## src/cdtm_pkg.sv

```systemverilog
// Shared constants, types and helpers of the counter delta template matcher
package cdtm_pkg;

   localparam int SLOTS    = 12;
   localparam int SLOT_W   = 4;
   localparam int ENTRIES  = 128;
   localparam int ENTRY_W  = 7;
   localparam int COUNT_W  = 8;
   localparam int WORDS    = ENTRIES * SLOTS;
   localparam int ADDR_W   = 11;
   localparam int CTR_W    = 32;
   localparam int SUM1_W   = 33;
   localparam int DIST_W   = 37;
   localparam int THR_W    = 31;
   localparam int HOLD_W   = 20;
   localparam int TIME_W   = 64;
   localparam int HIST_W   = 7;
   localparam int CSR_AW   = 4;
   localparam int CSR_DW   = 32;

   localparam logic [HIST_W-1:0]  HIST_DEPTH   = 7'd100;
   localparam logic [HOLD_W-1:0]  HOLD_RESET   = 20'd80000;
   localparam logic [COUNT_W-1:0] ENTRY_RESET  = 8'd128;
   localparam logic [COUNT_W-1:0] ENTRY_MAX    = 8'd128;
   localparam logic [SLOT_W-1:0]  SLOT_LAST    = 4'd11;
   localparam logic [SLOT_W-1:0]  SLOT_LIMIT   = 4'd12;

   // Commands
   localparam logic CMD_LOAD = 1'b0;
   localparam logic CMD_READ = 1'b1;

   // Register indexes (word address bits)
   localparam logic [1:0] REG_THRESHOLD = 2'd0;
   localparam logic [1:0] REG_HOLD_OFF  = 2'd1;
   localparam logic [1:0] REG_ENTRIES   = 2'd2;

   typedef enum logic [1:0] {
      ST_IDLE,
      ST_CHECK,
      ST_SEARCH,
      ST_FINISH
   } state_type;

   typedef struct packed {
      logic [THR_W-1:0]   threshold;
      logic [HOLD_W-1:0]  hold_off;
      logic [COUNT_W-1:0] entries;
   } cfg_type;

   typedef struct packed {
      logic valid;
      logic first;
      logic use_prev;
   } dist_ctl_type;

   // entry * 12 + slot, built from shifts
   function automatic logic [ADDR_W-1:0] word_addr(input logic [ENTRY_W-1:0] entry,
                                                   input logic [SLOT_W-1:0] slot);
      word_addr = {1'b0, entry, 3'b000} + {2'b00, entry, 2'b00} + {7'b0, slot};
   endfunction

endpackage

```

## src/cdtm_dist_unit.sv

```systemverilog
// Shared L1 distance unit: one absolute difference and accumulate per cycle while ctl.valid is set
module cdtm_dist_unit (
   input  logic                          clock,
   input  cdtm_pkg::dist_ctl_type        ctl,
   input  logic [cdtm_pkg::CTR_W-1:0]    tmpl_word,
   input  logic [cdtm_pkg::CTR_W-1:0]    delta,
   input  logic [cdtm_pkg::CTR_W-1:0]    prev_delta,
   input  logic [cdtm_pkg::THR_W-1:0]    threshold,
   output logic                          hit
);

   logic [cdtm_pkg::DIST_W-1:0] acc_ff, acc_in, base, sum;
   logic [cdtm_pkg::SUM1_W-1:0] operand, tword, diff;

   // combined delta never overflows 33 bits, so no saturation needed
   always_comb begin
      operand = ctl.use_prev ? ({1'b0, delta} + {1'b0, prev_delta}) : {1'b0, delta};
      tword   = {1'b0, tmpl_word};
      diff    = (operand >= tword) ? (operand - tword) : (tword - operand);
      base    = ctl.first ? '0 : acc_ff;
      sum     = base + {4'b0, diff};
      hit     = (sum <= {6'b0, threshold});
      acc_in  = ctl.valid ? sum : acc_ff;
   end

   always_ff @(posedge clock) begin
      acc_ff <= acc_in;
   end

endmodule

```

## config.mk

```make
export PLATFORM = sky130hd
export DESIGN_NAME = cdtm_dist_unit
export DESIGN_NICKNAME = d
export VERILOG_FILES = /design/src/cdtm_pkg.sv /design/src/cdtm_dist_unit.sv
export SDC_FILE = /design/constraint.sdc
export NUM_CORES = 1
export LEC_CHECK = 0
export ABC_AREA = 1
export BUFFER_PORTS_ARGS = -buffer_cell sky130_fd_sc_hd__buf_2
export CORE_ASPECT_RATIO = 1.25
export CORE_MARGIN = 2
export CORE_UTILIZATION = 30
export CTS_CLUSTER_DIAMETER = 50
export DETAILED_ROUTE_END_ITERATION = 10
export PLACE_DENSITY = 0.58
export REMOVE_ABC_BUFFERS = 1
export SLEW_MARGIN = 15
export SYNTH_ARGS = -nofsm -noshare
export SYNTH_HDL_FRONTEND = slang
export SYNTH_SLANG_ARGS = --single-unit
```

## constraint.sdc

```tcl
create_clock -name clock -period 20.7 [get_ports clock]
set_input_delay 3.105 -clock clock [delete_from_list [all_inputs] [get_ports clock]]
set_output_delay 3.105 -clock clock [all_outputs]
set_load 0.02 [all_outputs]
```

==> flow_summary.ini <==
[power_and_ir_drop]
p_int_mw = 0.5087
p_comb_share_pct = 80.6
pwr-share-clk_pct = 6.5
p_sw_mw = 0.6756
seqPwrFrac_pct = 12.9
p_sw_share_pct = 57.04
p_leak_nw = 6.684
vdd.ir_drop.worst_uv = 42.33
p_per_area_nw_per_um2 = 95.33

[floorplanning]
die_area_um2 = 39060
die_w_um = 177.2
ios = 132
initial_core_util_pct = 30.34
row_count = 79
core_um2 = 37070
dieHeight_um = 220.5

[finish]
seqCellArea_um2 = 1111
multiInputGateArea_um2 = 8707
largest_reg_flops = 37
top_regs = acc_ff (37)
insertedDiodeCount = 0
drive_above_1_share_pct = 9.037
final_common_cell = nand2_1
regMostFlops = acc_ff
syn2layout_area_growth_pct = 10.48
fill_cells = 4247
layout.cells.most_common_list = 548 x nand2_1, 308 x inv_1, 190 x nor2_1
stdcell_count = 2522
finalNetCount = 2332

[hold_path]
hold_class = register to register
whs_path_depth = 3

[synthesis]
ys_seq_area_share_pct = 9.881
synth.area.mux_share_pct = 0
yosys_register_bits = 37
synth_top_family_by_area = simple AND/OR/NAND/NOR gates
synth-simple-area-share_pct = 33.79
synth-edff-count = 37
ys_async_sr_fraction_pct = 0
yosysWarnings = 0
syn_inst = 1940
synth_compound_area_share_pct = 17.85
synth_xor_xnor_area_share_pct = 7.166
syn_area_um2 = 11240
yosys.area_share.adder_pct = 18.63
ys.flop_type = edfxtp_1
avgSynthCellArea_um2 = 5.796
ys_types = 49

[cts]
clk_latency_ns = 0.30
htreeDepth = 2
cts_buffer_depth = 2
cts_root_buf = clkbuf_16
post_cts_resized = 0
clock_sinks = 37
cts_tree = built
postCtsSetupBuffers = 0
clk_pin_slew_ns = 0.06
numCtsBuffers = 5
holdBufCountCts = 0

[route]
drc_errors = 0
routed_via_density = 4.839
wl_mm = 40.14
ant_nets = 0
first_pass_iters = 6
wl_per_cell_um = 15.92
dr_total_vias = 12204
drt-initial-drc-count = 657

[status]
outcome = complete, no violations

[placed_design]
place.gp.congestion = 0.9786
place_inst = 2515
pre_cts_ws_ns = 6.269
io_buffers = 131
hpwl_mm = 35.60

[global_routing]
grt_util_all_layers_pct = 20.51
grt_first_pass_wirelength_mm = 62.70
grt_remaining_overflow = 0
antenna_found_initial = 0
grt_max_degree = 51
grt_pass1_vias = 12353

[critical_path]
crit_required_ns = 17.59
endpoint_kind = primary output
rr_worst_depth = 12
crit_type = input pin to primary output
arrival_ns = 11.28
max_stage_delay_ns = 0.93
slowest_stage = clkinv_1
crit_top_cell = nand2_1
cp_max_fo = 50
start_kind = input pin

[sta]
fmax_mhz = 69.52
min_period_ns = 14.39
finalMaxSlewViolations = 0
whs_ns = 0.6975
slew_headroom_pct = 33.89
setup-tns-final_ns = 0
rsz0062_at_grt = no
finalSetupViolCount = 0
skew_ns = 0.01063
post-route-period-util_pct = 69.49
worst_slack_ns = 6.315
tightestPinTransition_ns = 0.9856
hold_viol = 0

[flow_run]
maxCapViolCount = 0
worst max-delay path, delay by kind of cell:
family	cells	cell delay, ns
simple gates	18	2.81
compound gates	9	1.87
buf+inv	7	1.96
xor+xnor	1	0.28
fa+ha+maj	3	1.15
synth_stat cells (3+ instances only):
cell type,number,area [um2]
o211ai_1,5,37.54
a211oi_1,4,30.03
clkbuf_2,10,50.05
nor4_1,3,18.77
edfxtp_1,37,1111
fa_1,4,80.08
nor3_1,21,105.1
buf_4,4,30.03
nand2_1,548,2057
ha_1,161,2014
nand2_2,7,43.79
a21oi_1,171,855.8
clkbuf_1,8,30.03
o21bai_1,21,157.7
a21boi_0,3,22.52
nand3b_1,3,22.52
nand4_1,20,125.1
a21o_1,10,75.07
nor2_1,190,713.2
o21ai_1,14,70.07
inv_2,11,41.29
inv_1,308,1156
or2_2,5,31.28
a31oi_1,6,37.54
xor2_1,67,586.8
buf_2,17,85.08
o21ai_0,104,520.5
xnor2_1,25,219.0
nor2_2,11,68.82
o21a_1,14,105.1
o21ai_2,3,26.28
nor2_4,3,33.78
nand3_1,102,510.5
metal layers:
| metal | GRT usage (%) | wire length [um] | vias to the layer above |
|---|---|---|---|
| met5 | 0 | 0 | - |
| met4 | 7.658 | 1494 | 0 |
| met3 | 0.9450 | 1053 | 64 |
| met2 | 40.18 | 20840 | 234 |
| met1 | 23.13 | 16760 | 5473 |
| li1 | - | - | 6433 |
cell type report:
type,instances,share of cell area [%]
clock inverter,1,0.03021
timing repair buffer,132,5.338
inverter,320,9.669
clock buffer,6,1.037
multi-input combinational,1540,70.09
sequential,37,8.944
tap,486,4.895
per-stage QoR:
stage	total power, mW	utilization (%)	cell area, um2
floorplan	0.8350	-	11020
global placement	1.103	33.16	12290
detailed placement	1.108	33.16	12290
CTS	1.190	33.52	12420
global route	1.324	33.52	12420
finish	1.184	33.52	12420
cells by family after synthesis:
logic type,after synthesis
flip-flops,37
AO/OA/AOI/OAI,363
buffers and inverters,363
XOR/XNOR,92
AND/OR/NAND/NOR,920
adder cells (fa/ha/maj),165
power by group through the flow:
stage / logic (mW) / clock network (mW) / registers, mW
detailed placement: 0.954 / 0 / 0.154
finish: 0.955 / 0.0771 / 0.152
CTS: 0.960 / 0.0771 / 0.153
global route: 1.09 / 0.0789 / 0.156
global placement: 0.950 / 0 / 0.153
floorplan: 0.684 / 0 / 0.151
worst paths after layout:
check,from,to,slack (ns)
min reg2reg,acc_ff[0],acc_ff[0],0.70
min,acc_ff[0],acc_ff[0],0.70
max,ctl[0],hit,6.31
max reg2reg,acc_ff[20],acc_ff[34],17.94
No activity file was read; power rests on OpenSTA's default activity.
