[src/cdtm_pkg.sv]
// Shared constants, types and helpers of the counter delta template matcher
package cdtm_pkg;

   localparam int SLOTS    = 12;
   localparam int SLOT_W   = 4;
   localparam int ENTRIES  = 128;
   localparam int ENTRY_W  = 7;
   localparam int COUNT_W  = 8;
   localparam int WORDS    = ENTRIES * SLOTS;
   localparam int ADDR_W   = 11;
   localparam int CTR_W    = 32;
   localparam int SUM1_W   = 33;
   localparam int DIST_W   = 37;
   localparam int THR_W    = 31;
   localparam int HOLD_W   = 20;
   localparam int TIME_W   = 64;
   localparam int HIST_W   = 7;
   localparam int CSR_AW   = 4;
   localparam int CSR_DW   = 32;

   localparam logic [HIST_W-1:0]  HIST_DEPTH   = 7'd100;
   localparam logic [HOLD_W-1:0]  HOLD_RESET   = 20'd80000;
   localparam logic [COUNT_W-1:0] ENTRY_RESET  = 8'd128;
   localparam logic [COUNT_W-1:0] ENTRY_MAX    = 8'd128;
   localparam logic [SLOT_W-1:0]  SLOT_LAST    = 4'd11;
   localparam logic [SLOT_W-1:0]  SLOT_LIMIT   = 4'd12;

   // Commands
   localparam logic CMD_LOAD = 1'b0;
   localparam logic CMD_READ = 1'b1;

   // Register indexes (word address bits)
   localparam logic [1:0] REG_THRESHOLD = 2'd0;
   localparam logic [1:0] REG_HOLD_OFF  = 2'd1;
   localparam logic [1:0] REG_ENTRIES   = 2'd2;

   typedef enum logic [1:0] {
      ST_IDLE,
      ST_CHECK,
      ST_SEARCH,
      ST_FINISH
   } state_type;

   typedef struct packed {
      logic [THR_W-1:0]   threshold;
      logic [HOLD_W-1:0]  hold_off;
      logic [COUNT_W-1:0] entries;
   } cfg_type;

   typedef struct packed {
      logic valid;
      logic first;
      logic use_prev;
   } dist_ctl_type;

   // entry * 12 + slot, built from shifts
   function automatic logic [ADDR_W-1:0] word_addr(input logic [ENTRY_W-1:0] entry,
                                                   input logic [SLOT_W-1:0] slot);
      word_addr = {1'b0, entry, 3'b000} + {2'b00, entry, 2'b00} + {7'b0, slot};
   endfunction

endpackage

[src/cdtm_csr.sv]
// Configuration registers behind the APB-style port
module cdtm_csr (
   input  logic                          clock,
   input  logic                          reset,
   input  logic                          csr_psel,
   input  logic                          csr_penable,
   input  logic                          csr_pwrite,
   input  logic [cdtm_pkg::CSR_AW-1:0]   csr_paddr,
   input  logic [cdtm_pkg::CSR_DW-1:0]   csr_pwdata,
   output logic [cdtm_pkg::CSR_DW-1:0]   csr_prdata,
   output logic                          csr_pready,
   output cdtm_pkg::cfg_type             cfg
);

   cdtm_pkg::cfg_type cfg_ff;
   logic              wr_en;
   logic [1:0]        reg_idx;

   assign csr_pready = 1'b1;
   assign reg_idx    = csr_paddr[3:2];
   assign wr_en      = csr_psel && csr_penable && csr_pwrite;
   assign cfg        = cfg_ff;

   // register writes
   always_ff @(posedge clock) begin
      if (reset) begin
         cfg_ff.threshold <= '0;
         cfg_ff.hold_off  <= cdtm_pkg::HOLD_RESET;
         cfg_ff.entries   <= cdtm_pkg::ENTRY_RESET;
      end else if (wr_en) begin
         case (reg_idx)
            cdtm_pkg::REG_THRESHOLD: cfg_ff.threshold <= csr_pwdata[cdtm_pkg::THR_W-1:0];
            cdtm_pkg::REG_HOLD_OFF:  cfg_ff.hold_off  <= csr_pwdata[cdtm_pkg::HOLD_W-1:0];
            cdtm_pkg::REG_ENTRIES:   cfg_ff.entries   <= csr_pwdata[cdtm_pkg::COUNT_W-1:0];
            default: ;
         endcase
      end
   end

   // read mux
   always_comb begin
      case (reg_idx)
         cdtm_pkg::REG_THRESHOLD: csr_prdata = {1'b0, cfg_ff.threshold};
         cdtm_pkg::REG_HOLD_OFF:  csr_prdata = {12'b0, cfg_ff.hold_off};
         cdtm_pkg::REG_ENTRIES:   csr_prdata = {24'b0, cfg_ff.entries};
         default:                 csr_prdata = '0;
      endcase
   end

endmodule

[config.mk]
export PLATFORM = sky130hd
export DESIGN_NAME = cdtm_csr
export DESIGN_NICKNAME = d
export VERILOG_FILES = /design/src/cdtm_pkg.sv /design/src/cdtm_csr.sv
export SDC_FILE = /design/constraint.sdc
export NUM_CORES = 1
export LEC_CHECK = 0
export BUFFER_PORTS_ARGS = -buffer_cell sky130_fd_sc_hd__buf_2
export CAP_MARGIN = 0
export CORE_AREA = 2 2 83 85
export CTS_CLUSTER_SIZE = 10
export DETAILED_ROUTE_END_ITERATION = 12
export DIE_AREA = 0 0 85 87
export PLACE_DENSITY = 0.79
export SYNTH_ARGS = -nofsm -noshare
export SYNTH_HDL_FRONTEND = slang
export SYNTH_SLANG_ARGS = --single-unit
[constraint.sdc]
create_clock -name clock -period 1.4 [get_ports clock]
set_clock_uncertainty 0.2 [all_clocks]
set_input_delay 0 -clock clock [delete_from_list [all_inputs] [get_ports clock]]
set_output_delay 0 -clock clock [all_outputs]
set_load 0.05 [all_outputs]
==> results.yml, run 1 <==
status:
  run_status: "completed"
die:
  dieWidth_um: 85
  die_y_um: 87
  starting_density_of_the_core_pct: 45.1
  floorplan.core_area_sq_mm: 0.00657
  die-area_sq_mm: 0.00740
  top_level_ports: 133
  rows: 30
sta:
  hold_viol: 0
  max_clock_freq_mhz: 724
  timing.final.setup_violations: 0
  rsz0062_at_grt: "true"
  final.setup.tns_ns: 0
  fin_crit_ns: 1.38
  finalCritPeriodShare_pct: 98.6
  pins_over_their_slew_limit: 0
  setup_ws_ns: 0.0193
place:
  pre_cts_ws_ns: 0.136
  placed_cell_area_sq_mm: 0.00383
  detailed_place_hpwl_mm: 5.05
  gpl.final_weighted_congestion: 0.723
  buffer_ports.inserted: 127
  place.detailed.instances: 499
setup_path:
  type_of_element_capturing_the_critical_path: "output pin"
  worstPathCellList: "mux2i_1, nor2_4, clkbuf_4"
  worst-r2r-setup-slack_ns: 0.52
  worst_path_largest_cell_delay_ns: 0.34
  crit_slowest_cell: "sky130_fd_sc_hd__dfxtp_1"
  crit_path_start_kind: "flop"
  cp.arrival_ns: 1.18
  setup.worst_path.class: "flop to output pin"
  cp_max_fo: 3
  crit_required_ns: 1.20
yosys:
  async_flop_share_pct: 0
  synth_xor_area_share_pct: 0
  synth-seq-area-share_pct: 39.9
  synth_top_area_cell: "sky130_fd_sc_hd__dfxtp_1"
  mappedNetlistNets: 346
  synth_simple_gate_area_share_pct: 25.9
  yosys-mux-area-fraction_pct: 26.7
  synthesis.area_per_instance_sq_um: 9.71
  synth_top_cell_area_share_pct: 39.9
  yosys_most_used_dff: "sky130_fd_sc_hd__dfxtp_1"
  synth.area.top_cells: "sky130_fd_sc_hd__dfxtp_1, sky130_fd_sc_hd__mux2i_1, sky130_fd_sc_hd__nand2b_1, sky130_fd_sc_hd__nor2_1, sky130_fd_sc_hd__and2_1"
  synthAdderAreaFrac_pct: 0
  synth_edf_count: 0
  synth-compound-area-share_pct: 1.35
  count_of_cell_types_in_the_netlist: 18
  ys_warn_count: 0
  synthesis.area_sq_mm: 0.00296
  synth.top_cells.by_count: "sky130_fd_sc_hd__nand2b_1, sky130_fd_sc_hd__mux2i_1, sky130_fd_sc_hd__dfxtp_1, sky130_fd_sc_hd__nor2_1, sky130_fd_sc_hd__clkbuf_1"
  yosys_register_bits: 59
  synthesis.instances: 305
  dominant_combinational_cell_family_by_area_after_synthesis: "multiplexers"
  yosysMostFrequentCell: "sky130_fd_sc_hd__nand2b_1"
grt:
  grt_util_all_layers_pct: 20.7
  global_route_wire_length_before_repair_mm: 12.2
  largest_net_degree_at_the_start_of_global_routing: 96
  antenna_violations_before_repair: 0
  grt_pass1_vias: 2656
  grt-ovfl-total: 0
detailed_routing:
  detail_route.wirelength.met1_mm: 3.20
  dr.pass1.iters: 4
  dr_total_vias: 2660
  drtIter0Drc: 52
  dr.max_layer_used: "met4"
  routed-wl-met2_mm: 4.12
  wl_met3_um: 439
  post-route-drc-count: 0
  route.final.wire_length_mm: 7.86
  routed_wire_length_per_instance_um: 14.3
  detail_route.vias_per_cell: 4.85
  drt.antenna.violating_nets: 0
power_and_ir_drop:
  vdd_ir_drop_max_mv: 0.487
  cellLeakagePower_nw: 2.11
  power_density_mw_per_mm2: 879
layout:
  fin_area_sq_mm: 0.00449
  instances_no_fill: 549
  num_antenna_cells: 0
  area_growth_syn_to_layout_pct: 51.8
  nets: 505
  layout-drive-gt1-share_pct: 40.7
  postLayoutCoreUtil_pct: 68.4
  number_of_flip_flops_under_the_largest_register_name: 59
clock_network:
  cts_root_buf: "sky130_fd_sc_hd__clkbuf_8"
  cts_tree: "yes"
  ctsHtreeMaxLevel: 3
  buffers_from_clock_root_to_sink_at_most: 2
  cts.clk_slew.worst_paths_ns: 0.07
  clk_latency_ns: 0.33
  cts_sinks: 59
  cts_inserted_buffers: 9
job:
  drv_cap: 0
worst_hold_path:
  hp-class: "input pin to flop"
[path summary, 6_finish.rpt]
| kind | start | endpoint | cells past startpoint |
|---|---|---|---|
| max | cfg[19] | csr_prdata[11] | 3 |
| min | reset | cfg[20] | 4 |
| max reg2reg | cfg[25] | cfg[25] | 2 |
| min reg2reg | cfg[30] | cfg[30] | 2 |
[per-stage QoR]
step	power, mW	hold WS, ns
after CTS	3.95	0.00792
after global routing	4.09	0.0386
after detailed placement	2.26	0.0705
after global placement	2.25	0.0618
final	3.95	0.00342
after floorplan	2.12	-0.0447
[worst max-delay path: cells and delay by family (launching register included)]
kind                   cells  cell delay (ns)
DFF                        1             0.34
muxes                      1             0.27
buffers and inverters      1             0.21
and+or+nand+nor            1             0.04
[cells by family after synthesis]
group                  after synthesis
AO/OA/AOI/OAI                        8
buffers and inverters               25
flip-flops                          59
multiplexers                        79
other                                2
AND/OR/NAND/NOR                    132
[routing by layer]
metal	GRT usage [%]	vias up
met5	0	-
met4	8.95	0
met3	5.02	10
met2	37.7	83
met1	22.9	1257
li1	-	1310
[final cells by class]
cell class / count / area (sq um)
clock buffer: 12 / 165
clock inverter: 4 / 47.5
fill: 507 / 2070
multi-input combinational: 221 / 1840
sequential: 59 / 1180
tap: 80 / 100
timing repair buffer: 173 / 1160
[placed cells by master, fill, tap and decap left out, types with 3 or more instances in the layout]
| cell type | synthesis | routed |
|---|---|---|
| sky130_fd_sc_hd__dlygate4sd3_1 | 0 | 34 |
| sky130_fd_sc_hd__o21ai_4 | 0 | 8 |
| sky130_fd_sc_hd__clkbuf_4 | 0 | 10 |
| sky130_fd_sc_hd__mux2i_1 | 79 | 66 |
| sky130_fd_sc_hd__and2_1 | 11 | 11 |
| sky130_fd_sc_hd__clkbuf_8 | 0 | 12 |
| sky130_fd_sc_hd__nor2_4 | 0 | 12 |
| sky130_fd_sc_hd__buf_4 | 5 | 15 |
| sky130_fd_sc_hd__buf_2 | 4 | 109 |
| sky130_fd_sc_hd__mux2i_2 | 0 | 12 |
| sky130_fd_sc_hd__nand2_1 | 8 | 8 |
| sky130_fd_sc_hd__buf_12 | 3 | 3 |
| sky130_fd_sc_hd__nand2b_1 | 84 | 84 |
| sky130_fd_sc_hd__nor2_1 | 23 | 11 |
| sky130_fd_sc_hd__dfxtp_1 | 59 | 59 |
[what timing repair did]
item | CTS | global route
buffers inserted | 0 | 0
endpoints found under the setup margin | 6 | 17
hold buffers | 34 | 0
gates resized for setup | 6 | 30
hold endpoints to repair | 59 | 0
[report_power, final]
part | switching, mW | internal [mW]
registers | 0.0191 | 1.70
logic | 0.343 | 0.260
clock network | 0.664 | 0.961
No activity file was read; power rests on OpenSTA's default activity.
==> inputs of run 2 (changes only) <==
- CORE_AREA: 2 2 83 85 -> 2 2 83 93
- DIE_AREA: 0 0 85 87 -> 0 0 85 95
- PLACE_DENSITY: 0.79 -> 0.76
- SLEW_MARGIN: unset -> 20
- clock period: 1.4 -> 1.25 ns (I/O delays scaled with it)
==> results.yml, run 2 (synthesis gave the netlist of run 1 again) <==
detailed_routing:
  drtIter0Drc: 82
  drt.antenna.violating_nets: 0
  routed_wire_length_per_instance_um: 16.3
  route.final.wire_length_mm: 9.46
  dr.pass1.iters: 4
  post-route-drc-count: 0
  dr_total_vias: 2783
  detail_route.vias_per_cell: 4.81
power_and_ir_drop:
  power.clock.fraction_pct: 41.2
  comb_power_share_pct: 17.2
  vdd_ir_drop_max_mv: 0.731
  p_int_mw: 3.43
  power.share.switching_pct: 26.0
  power_switching_mw: 1.20
  power.share.sequential_pct: 41.6
  cellLeakagePower_nw: 2.32
  power_density_mw_per_mm2: 890
setup_path:
  crit_path_start_kind: "flop"
  worst-r2r-setup-slack_ns: 0.31
  worst_path_largest_cell_delay_ns: 0.34
  worstPathCellList: "mux2i_2, o21ai_4, buf_6"
  crit_slowest_cell: "sky130_fd_sc_hd__dfxtp_2"
  critical_path_buf_inv_count: 1
  cp.arrival_ns: 1.09
  crit_required_ns: 1.05
  timing.critical_path.max_delay_family: "flip-flops"
  type_of_element_capturing_the_critical_path: "output pin"
  setup.worst_path.class: "flop to output pin"
  cp_max_fo: 3
clock_network:
  ctsHtreeMaxLevel: 3
  cts_inserted_buffers: 9
  cts.clk_slew.worst_paths_ns: 0.07
  clk_latency_ns: 0.33
  cts_root_buf: "sky130_fd_sc_hd__clkbuf_8"
  cts_sinks: 59
  cts_tree: "yes"
  buffers_from_clock_root_to_sink_at_most: 2
sta:
  hold_viol: 0
  rsz0062_at_grt: "true"
  setup_ws_ns: -0.0412
  fin_crit_ns: 1.29
  finalCritPeriodShare_pct: 103
  final.setup.tns_ns: -0.166
  whs_ns: 0.0715
  max_clock_freq_mhz: 775
  pins_over_their_slew_limit: 0
  timing.final.setup_violations: 8
layout:
  fin_area_sq_mm: 0.00520
  number_of_flip_flops_under_the_largest_register_name: 59
  layout_common_cells: "sky130_fd_sc_hd__nand2b_1, sky130_fd_sc_hd__buf_2, sky130_fd_sc_hd__mux2i_1, sky130_fd_sc_hd__buf_4, sky130_fd_sc_hd__dfxtp_2"
  num_antenna_cells: 0
  area_growth_syn_to_layout_pct: 75.6
  instances_no_fill: 579
  num-fill-cells: 488
  area.sequential_sq_mm: 0.00124
  layout-drive-gt1-share_pct: 55.7
  most_common_cell_after_layout_fill_and_taps_aside: "sky130_fd_sc_hd__nand2b_1"
  footprint_of_the_multi_input_gates_sq_mm: 0.00203
  postLayoutCoreUtil_pct: 72.0
  nets: 529
status:
  violations_in_the_final_reports: "negative setup slack"
  run_status: "finished with violations"
die:
  floorplan.core_area_sq_mm: 0.00723
  die_y_um: 95
  rows: 33
  top_level_ports: 133
  die-area_sq_mm: 0.00808
  starting_density_of_the_core_pct: 41.0
  dieWidth_um: 85
job:
  drv_cap: 0
place:
  gpl.final_weighted_congestion: 0.747
  placed_cell_area_sq_mm: 0.00392
  detailed_place_hpwl_mm: 5.26
  place.detailed.instances: 507
  buffer_ports.inserted: 127
grt:
  global_route_wire_length_before_repair_mm: 13.5
  largest_net_degree_at_the_start_of_global_routing: 96
  grt-ovfl-total: 0
  antenna_violations_before_repair: 0
  grt_util_all_layers_pct: 21.3
  grt_pass1_vias: 2788
worst_hold_path:
  hp-class: "input pin to flop"
==> run 2: changes by cell type in the layout (fill, tap and decap cells not counted), moves of 11 or more <==
cell,previous run,this run
sky130_fd_sc_hd__buf_2,109,76
sky130_fd_sc_hd__buf_4,15,43
sky130_fd_sc_hd__mux2i_4,1,18
sky130_fd_sc_hd__and2_1,11,0
sky130_fd_sc_hd__dfxtp_2,0,40
sky130_fd_sc_hd__dfxtp_1,59,16
sky130_fd_sc_hd__buf_6,2,28
sky130_fd_sc_hd__and2_2,0,11
==> run 2: timing repair <==
| item | CTS | global route |
|---|---|---|
| pin swaps | 5 | 6 |
| hold buffers | 35 | 3 |
| gates cloned | 0 | 2 |
| buffers inserted | 17 | 3 |
| endpoints found under the setup margin | 31 | 67 |
| gates resized for setup | 84 | 55 |
| hold endpoints to repair | 59 | 8 |
==> run 2: final cells by class <==
| class | instances | area share [%] |
|---|---|---|
| Timing Repair Buffer | 197 | 30.8 |
| Tap cell | 87 | 2.09 |
| Multi-Input combinational cell | 221 | 39.1 |
| Clock buffer | 10 | 2.65 |
| Sequential cell | 59 | 23.9 |
| Clock inverter | 5 | 1.49 |
==> run 2: power groups by stage <==
stage	Combinational, mW	Clock (mW)	Sequential [mW]
floorplan	0.333	0	2.05
global placement	0.575	0	1.97
detailed placement	0.584	0	1.97
CTS	0.732	1.95	1.93
global route	0.838	2.03	1.93
finish	0.796	1.90	1.93
==> run 2: routing by layer <==
metal | GRT usage [%] | share of wire (%)
met2 | 39.8 | 58
met1 | 23.7 | 38
met5 | 0 | 0
met3 | 4.28 | 2.8
met4 | 8.07 | 0.98
==> run 2: path summary, 6_finish.rpt <==
check | depth (start not counted) | start | endpoint
setup / recovery | 3 | cfg[29] | csr_prdata[1]
hold / removal | 4 | csr_penable | cfg[56]
setup reg to reg | 3 | cfg[26] | cfg[26]
hold reg to reg | 2 | cfg[58] | cfg[58]
==> run 2: worst register-to-register path, stage by stage, from the launching register on <==
cell and delay (ns):
sky130_fd_sc_hd__dfxtp_2 0.35, sky130_fd_sc_hd__buf_4 0.12, sky130_fd_sc_hd__nand2b_1 0.05, sky130_fd_sc_hd__mux2i_1 0.15
==> run 2: per-stage QoR <==
stage	setup WS (ns)	power, mW
global route	-0.0776	4.80
global placement	0.0682	2.54
floorplan	0.0248	2.38
finish	-0.0412	4.63
detailed placement	0.0157	2.55
CTS	-0.0664	4.61
